### src/lprw_pkg.sv
package lprw_pkg;

  // field widths of the request and result channels
  localparam int ADDR_W = 32;
  localparam int LEN_W  = 16;
  localparam int SIZE_W = 21;
  localparam int DATA_W = 8;
  localparam int CNT_W  = 32;
  localparam int CFG_W  = 2;

  localparam logic [CNT_W-1:0] CNT_MAX = {CNT_W{1'b1}};

  // register reset values
  localparam logic [ADDR_W-1:0] REGION_START_RST = '0;
  localparam logic [SIZE_W-1:0] REGION_SIZE_RST  = SIZE_W'(4096);
  localparam logic [LEN_W-1:0]  MAX_LEN_RST      = LEN_W'(256);

  // configuration register indexes
  localparam logic [CFG_W-1:0] CFG_REGION_START = 2'd0;
  localparam logic [CFG_W-1:0] CFG_REGION_SIZE  = 2'd1;
  localparam logic [CFG_W-1:0] CFG_MAX_LEN      = 2'd2;

  // request operations
  localparam logic OP_START = 1'b0;
  localparam logic OP_DATA  = 1'b1;

  // result kinds
  localparam logic KIND_BYTE   = 1'b0;
  localparam logic KIND_STATUS = 1'b1;

  typedef enum logic [1:0] {
    ST_OK     = 2'd0,
    ST_REGION = 2'd1,
    ST_MAXLEN = 2'd2,
    ST_ROOM   = 2'd3
  } status_t;

  typedef struct packed {
    logic              operation;
    logic [LEN_W-1:0]  message_length;
    logic [ADDR_W-1:0] reader_address;
    logic [DATA_W-1:0] data_byte;
  } item_t;

  typedef struct packed {
    logic              kind;
    logic [ADDR_W-1:0] addr;
    logic [DATA_W-1:0] data;
    status_t           status;
    logic [ADDR_W-1:0] pub;
    logic [CNT_W-1:0]  ovf;
    logic [CNT_W-1:0]  szerr;
    logic              last;
  } res_t;

endpackage

### src/lprw_in_reg.sv
module lprw_in_reg (
  input  logic          clk,
  input  logic          rst,
  input  logic          in_valid,
  output logic          in_ready,
  input  lprw_pkg::item_t in_item,
  input  logic          take,
  output logic          full,
  output lprw_pkg::item_t item
);
  import lprw_pkg::*;

  // a request is held until the core takes it; a new one may enter the same cycle
  assign in_ready = !full || take;

  always_ff @(posedge clk) begin
    if (rst) begin
      full <= 1'b0;
    end else if (in_valid && in_ready) begin
      full <= 1'b1;
    end else if (take) begin
      full <= 1'b0;
    end
  end

  always_ff @(posedge clk) begin
    if (in_valid && in_ready) begin
      item <= in_item;
    end
  end

endmodule

### src/lprw_out_reg.sv
module lprw_out_reg (
  input  logic           clk,
  input  logic           rst,
  input  logic           res_valid,
  input  lprw_pkg::res_t res,
  output logic           slot_free,
  output logic           out_valid,
  input  logic           out_ready,
  output lprw_pkg::res_t out_res
);
  import lprw_pkg::*;

  // the slot takes a new result when empty or when the held one leaves
  assign slot_free = !out_valid || out_ready;

  always_ff @(posedge clk) begin
    if (rst) begin
      out_valid <= 1'b0;
    end else if (slot_free) begin
      out_valid <= res_valid;
    end
  end

  always_ff @(posedge clk) begin
    if (slot_free && res_valid) begin
      out_res <= res;
    end
  end

endmodule

### src/lprw_core.sv
module lprw_core #(
  parameter int HEADER_BYTES = 4
) (
  input  logic                        clk,
  input  logic                        rst,
  input  logic                        cfg_write,
  input  logic [lprw_pkg::CFG_W-1:0]  cfg_index,
  input  logic [lprw_pkg::ADDR_W-1:0] cfg_data,
  input  logic                        in_full,
  input  lprw_pkg::item_t             item,
  output logic                        take,
  input  logic                        slot_free,
  output logic                        res_valid,
  output lprw_pkg::res_t              res
);
  import lprw_pkg::*;

  localparam int NEED_W = $clog2(2**LEN_W + HEADER_BYTES);
  localparam int HL_W   = $clog2(HEADER_BYTES + 1);

  // configuration
  logic [ADDR_W-1:0] region_start;
  logic [SIZE_W-1:0] region_size;
  logic [LEN_W-1:0]  max_len;
  logic [ADDR_W:0]   region_end;

  // ring state
  logic [ADDR_W-1:0] write_pointer, write_pointer_next;
  logic [ADDR_W-1:0] working_pointer, working_pointer_next;
  logic [LEN_W-1:0]  bytes_remaining, bytes_remaining_next;
  logic              message_open, message_open_next;
  logic [CNT_W-1:0]  overflow_count, overflow_count_next;
  logic [CNT_W-1:0]  size_error_count, size_error_count_next;

  // header sequencer
  logic              status_pend, status_pend_next;
  logic [HL_W-1:0]   hdr_left, hdr_left_next;
  logic [LEN_W-1:0]  len_sh, len_sh_next;

  logic [NEED_W-1:0] need;
  logic [ADDR_W-1:0] size_ext;
  logic [ADDR_W-1:0] diff;
  logic [ADDR_W-1:0] free_cnt;
  logic [ADDR_W-1:0] wp_adv;
  logic [LEN_W-1:0]  br_dec;
  status_t           chk;

  // next address with wrap at the region end
  always_comb begin
    if ({1'b0, working_pointer} + {{ADDR_W{1'b0}}, 1'b1} >= region_end) begin
      wp_adv = region_start;
    end else begin
      wp_adv = working_pointer + 1'b1;
    end
  end

  // size and room checks of a start request
  always_comb begin
    need     = NEED_W'(HEADER_BYTES) + NEED_W'(item.message_length);
    size_ext = ADDR_W'(region_size);
    diff     = write_pointer - item.reader_address;
    if (item.reader_address > write_pointer) begin
      free_cnt = item.reader_address - write_pointer;
    end else if (diff > size_ext) begin
      free_cnt = '0;
    end else begin
      free_cnt = size_ext - diff;
    end
    if (SIZE_W'(need) >= region_size) begin
      chk = ST_REGION;
    end else if (need > NEED_W'(max_len)) begin
      chk = ST_MAXLEN;
    end else if (free_cnt <= ADDR_W'(need)) begin
      chk = ST_ROOM;
    end else begin
      chk = ST_OK;
    end
  end

  assign br_dec = bytes_remaining - 1'b1;

  // request handling and result generation
  always_comb begin
    write_pointer_next    = write_pointer;
    working_pointer_next  = working_pointer;
    bytes_remaining_next  = bytes_remaining;
    message_open_next     = message_open;
    overflow_count_next   = overflow_count;
    size_error_count_next = size_error_count;
    status_pend_next      = status_pend;
    hdr_left_next         = hdr_left;
    len_sh_next           = len_sh;
    take                  = 1'b0;
    res_valid             = 1'b0;
    res.kind              = KIND_BYTE;
    res.addr              = '0;
    res.data              = '0;
    res.status            = ST_OK;
    res.pub               = write_pointer;
    res.ovf               = overflow_count;
    res.szerr             = size_error_count;
    res.last              = 1'b0;

    if (status_pend) begin
      if (slot_free) begin
        res_valid = 1'b1;
        if (hdr_left != '0) begin
          // header byte, length least significant byte first
          res.addr             = working_pointer;
          res.data             = len_sh[DATA_W-1:0];
          working_pointer_next = wp_adv;
          len_sh_next          = len_sh >> DATA_W;
          hdr_left_next        = hdr_left - 1'b1;
        end else begin
          // closing status; an empty message commits here
          res.kind         = KIND_STATUS;
          res.last         = 1'b1;
          status_pend_next = 1'b0;
          if (!message_open) begin
            write_pointer_next = working_pointer;
            res.pub            = working_pointer;
          end
        end
      end
    end else if (in_full) begin
      if (item.operation == OP_START) begin
        if (chk == ST_OK) begin
          take                 = 1'b1;
          working_pointer_next = write_pointer;
          hdr_left_next        = HL_W'(HEADER_BYTES);
          len_sh_next          = item.message_length;
          status_pend_next     = 1'b1;
          message_open_next    = item.message_length != '0;
          bytes_remaining_next = item.message_length;
        end else if (slot_free) begin
          take                 = 1'b1;
          res_valid            = 1'b1;
          message_open_next    = 1'b0;
          bytes_remaining_next = '0;
          if (chk == ST_ROOM) begin
            if (overflow_count != CNT_MAX) begin
              overflow_count_next = overflow_count + 1'b1;
            end
          end else if (size_error_count != CNT_MAX) begin
            size_error_count_next = size_error_count + 1'b1;
          end
          res.kind   = KIND_STATUS;
          res.status = chk;
          res.ovf    = overflow_count_next;
          res.szerr  = size_error_count_next;
          res.last   = 1'b1;
        end
      end else if (!message_open) begin
        // payload with no open message is dropped
        take = 1'b1;
      end else if (slot_free) begin
        take                 = 1'b1;
        res_valid            = 1'b1;
        res.addr             = working_pointer;
        res.data             = item.data_byte;
        res.last             = 1'b1;
        working_pointer_next = wp_adv;
        bytes_remaining_next = br_dec;
        if (br_dec == '0) begin
          message_open_next  = 1'b0;
          write_pointer_next = wp_adv;
          res.pub            = wp_adv;
        end
      end
    end
  end

  // state registers; a region start write reloads the pointers
  always_ff @(posedge clk) begin
    if (rst) begin
      region_start     <= REGION_START_RST;
      region_size      <= REGION_SIZE_RST;
      max_len          <= MAX_LEN_RST;
      region_end       <= {1'b0, REGION_START_RST} + (ADDR_W+1)'(REGION_SIZE_RST);
      write_pointer    <= REGION_START_RST;
      working_pointer  <= REGION_START_RST;
      bytes_remaining  <= '0;
      message_open     <= 1'b0;
      overflow_count   <= '0;
      size_error_count <= '0;
      status_pend      <= 1'b0;
      hdr_left         <= '0;
    end else begin
      overflow_count   <= overflow_count_next;
      size_error_count <= size_error_count_next;
      status_pend      <= status_pend_next;
      hdr_left         <= hdr_left_next;
      if (cfg_write && cfg_index == CFG_REGION_START) begin
        region_start    <= cfg_data;
        region_end      <= {1'b0, cfg_data} + (ADDR_W+1)'(region_size);
        write_pointer   <= cfg_data;
        working_pointer <= cfg_data;
        bytes_remaining <= '0;
        message_open    <= 1'b0;
      end else begin
        write_pointer   <= write_pointer_next;
        working_pointer <= working_pointer_next;
        bytes_remaining <= bytes_remaining_next;
        message_open    <= message_open_next;
        if (cfg_write && cfg_index == CFG_REGION_SIZE) begin
          region_size <= cfg_data[SIZE_W-1:0];
          region_end  <= {1'b0, region_start} + (ADDR_W+1)'(cfg_data[SIZE_W-1:0]);
        end else if (cfg_write && cfg_index == CFG_MAX_LEN) begin
          max_len <= cfg_data[LEN_W-1:0];
        end
      end
    end
  end

  always_ff @(posedge clk) begin
    len_sh <= len_sh_next;
  end

endmodule

### src/length_prefixed_ring_writer_top.sv
// channel   direction  handshake            payload
// in        request    in_valid/in_ready    operation, message_length, reader_address, data_byte
// out       result     out_valid/out_ready  result_kind .. last_result
// cfg       write      cfg_valid/cfg_ready  cfg_index, cfg_data
//
// a payload byte of an open message or a refused start gives one result; an accepted start gives
// HEADER_BYTES header bytes and a closing status, one result per cycle while out_ready is high
// a request is held in the input register while the header sequencer runs
// out_ready low stalls the output register and, through it, the core
// reset is synchronous; no clearing pass, the block is ready right after reset
module length_prefixed_ring_writer_top #(
  parameter int HEADER_BYTES = 4
) (
  input  logic                        clk,
  input  logic                        rst,
  input  logic                        in_valid,
  output logic                        in_ready,
  input  logic                        operation,
  input  logic [lprw_pkg::LEN_W-1:0]  message_length,
  input  logic [lprw_pkg::ADDR_W-1:0] reader_address,
  input  logic [lprw_pkg::DATA_W-1:0] data_byte,
  output logic                        out_valid,
  input  logic                        out_ready,
  output logic                        result_kind,
  output logic [lprw_pkg::ADDR_W-1:0] mem_address,
  output logic [lprw_pkg::DATA_W-1:0] mem_byte,
  output logic [1:0]                  start_status,
  output logic [lprw_pkg::ADDR_W-1:0] published_pointer,
  output logic [lprw_pkg::CNT_W-1:0]  overflow_errors,
  output logic [lprw_pkg::CNT_W-1:0]  size_errors,
  output logic                        last_result,
  input  logic                        cfg_valid,
  output logic                        cfg_ready,
  input  logic [lprw_pkg::CFG_W-1:0]  cfg_index,
  input  logic [lprw_pkg::ADDR_W-1:0] cfg_data
);
  import lprw_pkg::*;

  item_t in_item;
  item_t item;
  res_t  res;
  res_t  out_res;
  logic  full;
  logic  take;
  logic  slot_free;
  logic  res_valid;

  assign cfg_ready = 1'b1;

  assign in_item.operation      = operation;
  assign in_item.message_length = message_length;
  assign in_item.reader_address = reader_address;
  assign in_item.data_byte      = data_byte;

  lprw_in_reg u_in_reg (
    .clk      (clk),
    .rst      (rst),
    .in_valid (in_valid),
    .in_ready (in_ready),
    .in_item  (in_item),
    .take     (take),
    .full     (full),
    .item     (item)
  );

  lprw_core #(
    .HEADER_BYTES (HEADER_BYTES)
  ) u_core (
    .clk       (clk),
    .rst       (rst),
    .cfg_write (cfg_valid && cfg_ready),
    .cfg_index (cfg_index),
    .cfg_data  (cfg_data),
    .in_full   (full),
    .item      (item),
    .take      (take),
    .slot_free (slot_free),
    .res_valid (res_valid),
    .res       (res)
  );

  lprw_out_reg u_out_reg (
    .clk       (clk),
    .rst       (rst),
    .res_valid (res_valid),
    .res       (res),
    .slot_free (slot_free),
    .out_valid (out_valid),
    .out_ready (out_ready),
    .out_res   (out_res)
  );

  // result fields
  assign result_kind       = out_res.kind;
  assign mem_address       = out_res.addr;
  assign mem_byte          = out_res.data;
  assign start_status      = out_res.status;
  assign published_pointer = out_res.pub;
  assign overflow_errors   = out_res.ovf;
  assign size_errors       = out_res.szerr;
  assign last_result       = out_res.last;

endmodule
### config.mk
export PLATFORM = sky130hd
export DESIGN_NAME = length_prefixed_ring_writer_top
export DESIGN_NICKNAME = d
export VERILOG_FILES = /design/src/lprw_pkg.sv /design/src/lprw_in_reg.sv /design/src/lprw_out_reg.sv /design/src/lprw_core.sv /design/src/length_prefixed_ring_writer_top.sv
export SDC_FILE = /design/constraint.sdc
export NUM_CORES = 1
export LEC_CHECK = 0
export BUFFER_PORTS_ARGS = -buffer_cell sky130_fd_sc_hd__buf_2
export CAP_MARGIN = 15
export CORE_MARGIN = 2
export CORE_UTILIZATION = 41
export DETAILED_ROUTE_END_ITERATION = 7
export PLACE_DENSITY = 0.67
export REMOVE_ABC_BUFFERS = 1
export SLEW_MARGIN = 20
export SYNTH_ARGS = -nofsm -noshare
export SYNTH_HDL_FRONTEND = slang
export SYNTH_HIERARCHICAL = 1
export SYNTH_SLANG_ARGS = --single-unit
export TNS_END_PERCENT = 5
### constraint.sdc
create_clock -name clk -period 24.2 [get_ports clk]
set_input_delay 1.21 -clock clk [delete_from_list [all_inputs] [get_ports clk]]
set_output_delay 1.21 -clock clk [all_outputs]
set_load 0.03 [all_outputs]
==> metrics.md <==
| Metric | Value |
|---|---|
| Status | finished, final reports clean |
| Share of cell area taken by muxes after synthesis | 2.545% |
| # fillers | 6,888 |
| Share of layout cells above drive strength 1 | between 10 and 15% |
| Final hold violation count | 0 |
| Vias in the first global route | roughly 24k |
| Worst path most repeated cell | o21a_1 |
| Avg WL per Cell | about 20 um |
| Startpoint types | flop |
| Clk sinks | 466 |
| Die area | 0.07313 sq mm |
| Final worst path period share | a little over two fifths |
| DRC violations left | 0 |
| DP HPWL | about 63,000 um |
| Distinct cells, synth | a little over 90 |
| Clock power frac | about two fifths |
| Final setup TNS | 0 ns |
| I/O pin count | between 200 and 250 |
| Root buffer cell | clkbuf_16 |
| Avg Cell Area, Syn | 8.963 sq um |
| Comb power frac | about 20% |
| Global-route wire length before repair | about 130,000 um |
| YS warnings | 6 |
| Site Rows | between 90 and 100 |
| Synth Area in Adders | under 10% |
| Vias | around 25k |
| Clock skew | ~0.044 ns |
| Worst EP required | between 20 and 25 ns |
| CTS tree | yes |
| Worst-Skew Late Latency | ~0.62 ns |
| Critical Path Fanout Max | 16 |
| Path type of the worst setup path | reg2out |
| P_sw | 0.6526 mW |
| Clk pin slew, worst setup/hold paths | 0.06 ns |
| Largest net degree at the start of global routing | 137 |
| Grt ovf | 0 |
| Top cell type's share of synthesized area | ~22% |
| DR pass1 iterations | 5 |
| Maxcap violations | 0 |
| P_int | between 1.5 and 2 mW |
| Synth area leaders | edfxtp_1, dfxtp_1, ha_1, nand2_1, a21oi_1 |
| Xor and xnor area share after synthesis | under 10% |
| Worst ir drop on vdd | a little over 0.05 mV |
| Post-synthesis simple-gate area fraction | 18.38% |
| Core Region | 0.07015 sq mm |
| Post-CTS Setup Bufs | 0 |
| Design area | roughly 0.033 sq mm |
| Placed Area | a little over 0.03 sq mm |
| CTS Buf Count | 53 |
| Synth Area in Compound Gates | a little under a fifth |
| DIE WIDTH | roughly 270 um |
| Synthesis-to-finish area growth | 13.15% |
| Main synth FF type | dfxtp_1 |
| Post-synth top area cell | edfxtp_1 |
| Antenna violations before repair | 0 |
| Detailed Route Iter0 Violations | around 1.9k |
| Starting density of the core | between 40% and 50% |
| Slowest stage delay, CP | between 0.6 and 0.7 ns |
| Static leakage | between 10 and 15 nW |
| Final ANT Viol Nets | 0 |
| Synth Register Bits | between 400 and 500 |
| Global Route Usage Sum | 22.83% |
| RSZ-0062 raised after global routing | false |
| Vias per cell | about 5.6 |
| Design Power | ~2.2 mW |
| Syn Std Cell Area | 0.02910 sq mm |
| Combinational family with the most area after synthesis | simple AND/OR/NAND/NOR gates |
| Setup crit end kind | primary output |
| Layout Nets | about 3.7k |
| HP Class | reg2reg |
| CP arrival | 8.98 ns |
| CP max-delay cell | a311oi_1 |
| Placed cells | around 4.3k |
| Die H | about 270 um |
| Fin cells | 4,383 |
| Slew of the pin with the lowest slew margin | about 1.1 ns |
| IO buf count | 237 |
| Slew margin rel. | 27.34% |
| Post-synth EDFFs | 213 |
| Seq pwr share | 40.8% |
| Placer Congestion | about 0.94 |
| Post-Route Utilization | a little under half |
| Period minus WS final | ~10 ns |
| Post_cts resized | 0 |
| Slew Viols, Final | 0 |
| Sw frac | between 20% and 30% |
| Highest Clock Rate | a little under 100 MHz |
| Routed wire length | between 80,000 and 90,000 um |
| Ant diodes | 0 |
| Final setup viols | 0 |
| Cts hold-fix bufs | 0 |
| FFs w/ async S/R, synth | 0% |
| H-tree Lvls | 2 |
| Post-synthesis sequential area ratio | roughly 39% |
| Clock Tree Buf Depth | 3 |
| Mapped Cells | 3,247 |
| Power Density | 66.76 mW/mm^2 |
## through the flow
| step | setup slack [ns] | hold slack (ns) |
|---|---|---|
| after floorplan | 15.74 | 0.4156 |
| after global placement | 14.00 | 0.4315 |
| after detailed placement | 13.79 | 0.4366 |
| after CTS | 13.77 | 0.4464 |
| after global routing | 13.38 | 0.4745 |
| final | 14.01 | 0.4440 |
## synthesized netlist by cell type (10+ instances only)
library cell  number
nand4_1           37
ha_1             218
o21a_1            36
nor2b_1           98
nor2_1           160
edfxtp_1         213
xnor2_1          150
inv_1            208
a21oi_1          281
and4_1            23
clkbuf_1         126
a211oi_1          39
mux2_2            32
o22ai_1           39
o31ai_1           18
nor4_1            16
xor2_1            75
nand4b_1          32
o221ai_1          34
a211o_1           11
or3_1             19
a21o_1            59
nand2_1          401
o21ai_0          133
nand3_1           82
and3_1            50
a31oi_1           28
nor3_1            44
and2_1            48
or2_2             14
dfxtp_1          253
o21bai_1          19
buf_2             12
mux2i_1           38
buf_1             18
nand2b_1          20
o2111ai_1         10
o211ai_1          15
## power groups by stage
stage	Combinational, mW	Clock, mW	Sequential [mW]
final	0.440	0.862	0.897
after global routing	0.481	0.909	0.901
after CTS	0.436	0.878	0.897
after detailed placement	0.434	0	0.913
after global placement	0.433	0	0.913
after floorplan	0.276	0	0.934
## cell usage in the layout, fill, tap and decap left out, types with 11 or more instances in the layout
| master | instances |
|---|---|
| inv_1 | 208 |
| and3_1 | 50 |
| nand4b_1 | 32 |
| o22ai_1 | 39 |
| a31oi_1 | 28 |
| nand2_1 | 399 |
| nand2b_1 | 20 |
| o21bai_1 | 18 |
| nand3_1 | 82 |
| ha_1 | 218 |
| a211oi_1 | 39 |
| xor2_1 | 75 |
| xnor2_1 | 150 |
| a21oi_1 | 281 |
| a211o_1 | 11 |
| and2_1 | 48 |
| or3_1 | 19 |
| nand4_1 | 37 |
| dfxtp_1 | 253 |
| clkbuf_16 | 56 |
| o21ai_0 | 133 |
| o21a_1 | 36 |
| and4_1 | 23 |
| buf_4 | 19 |
| mux2i_1 | 38 |
| mux2_2 | 32 |
| nor4_1 | 15 |
| edfxtp_1 | 213 |
| a21o_1 | 59 |
| buf_2 | 236 |
| or2_2 | 14 |
| nor3_1 | 44 |
| nor2_1 | 156 |
| nor2b_1 | 97 |
| o31ai_1 | 18 |
| o211ai_1 | 15 |
| o221ai_1 | 34 |
## final timing paths
kind	start	endpoint	slack (ns)	cells past startpoint
worst max-delay path	u_in_reg/item[9]	in_ready	14.01	33
worst min-delay path	u_core/region_end[27]	u_core/region_end[27]	0.44	2
worst max register to register	u_in_reg/item[9]	u_out_reg/out_res[47]	14.05	35
worst min register to register	u_core/region_end[27]	u_core/region_end[27]	0.44	2
## state kept, by name, summed over array words and instances, names as in the netlist, 32 cells and up
register / flops
u_out_reg/out_res: 140
u_in_reg/item: 57
u_core/region_end: 33
u_core/overflow_count: 32
u_core/region_start: 32
u_core/size_error_count: 32
u_core/working_pointer: 32
u_core/write_pointer: 32
## layer usage
| metal | global-route usage, % | wire, um | vias up |
|---|---|---|---|
| li1 | - | - | 11962 |
| met1 | 30.28 | 37780 | 11650 |
| met2 | 38.11 | 40140 | 844 |
| met3 | 2.720 | 5020 | 148 |
| met4 | 8.549 | 3023 | 0 |
| met5 | 0 | 0 | - |
## cell families (layout without fill, tap and decap cells)
family / count (synthesis) / in the layout
AND/OR/NAND/NOR: 1067 / 1067
AO/OA/AOI/OAI: 826 / 826
flip-flops: 466 / 466
buffers and inverters: 369 / 565
XOR/XNOR: 225 / 225
adder cells (fa/ha/maj): 223 / 223
multiplexers: 70 / 70
other: 1 / 1
## cell type report
type	count	area [sq um]	share of cell area, %
clock inverter	28	369.1	1.121
tap	940	1176	3.571
sequential	466	11460	34.80
clock buffer	71	1508	4.578
inverter	209	784.5	2.382
multi-input combinational	2412	16280	49.45
timing repair buffer	257	1349	4.096
## critical path, delay by kind of cell, from the launching register on
kind	cells	cell delay, ns
flip-flops	1	0.43
AND/OR/NAND/NOR	7	1.95
adder cells (fa/ha/maj)	3	0.94
buffers and inverters	2	0.33
XOR/XNOR	1	0.13
AO/OA/AOI/OAI	20	4.57
No activity file was read; power rests on OpenSTA's default activity.
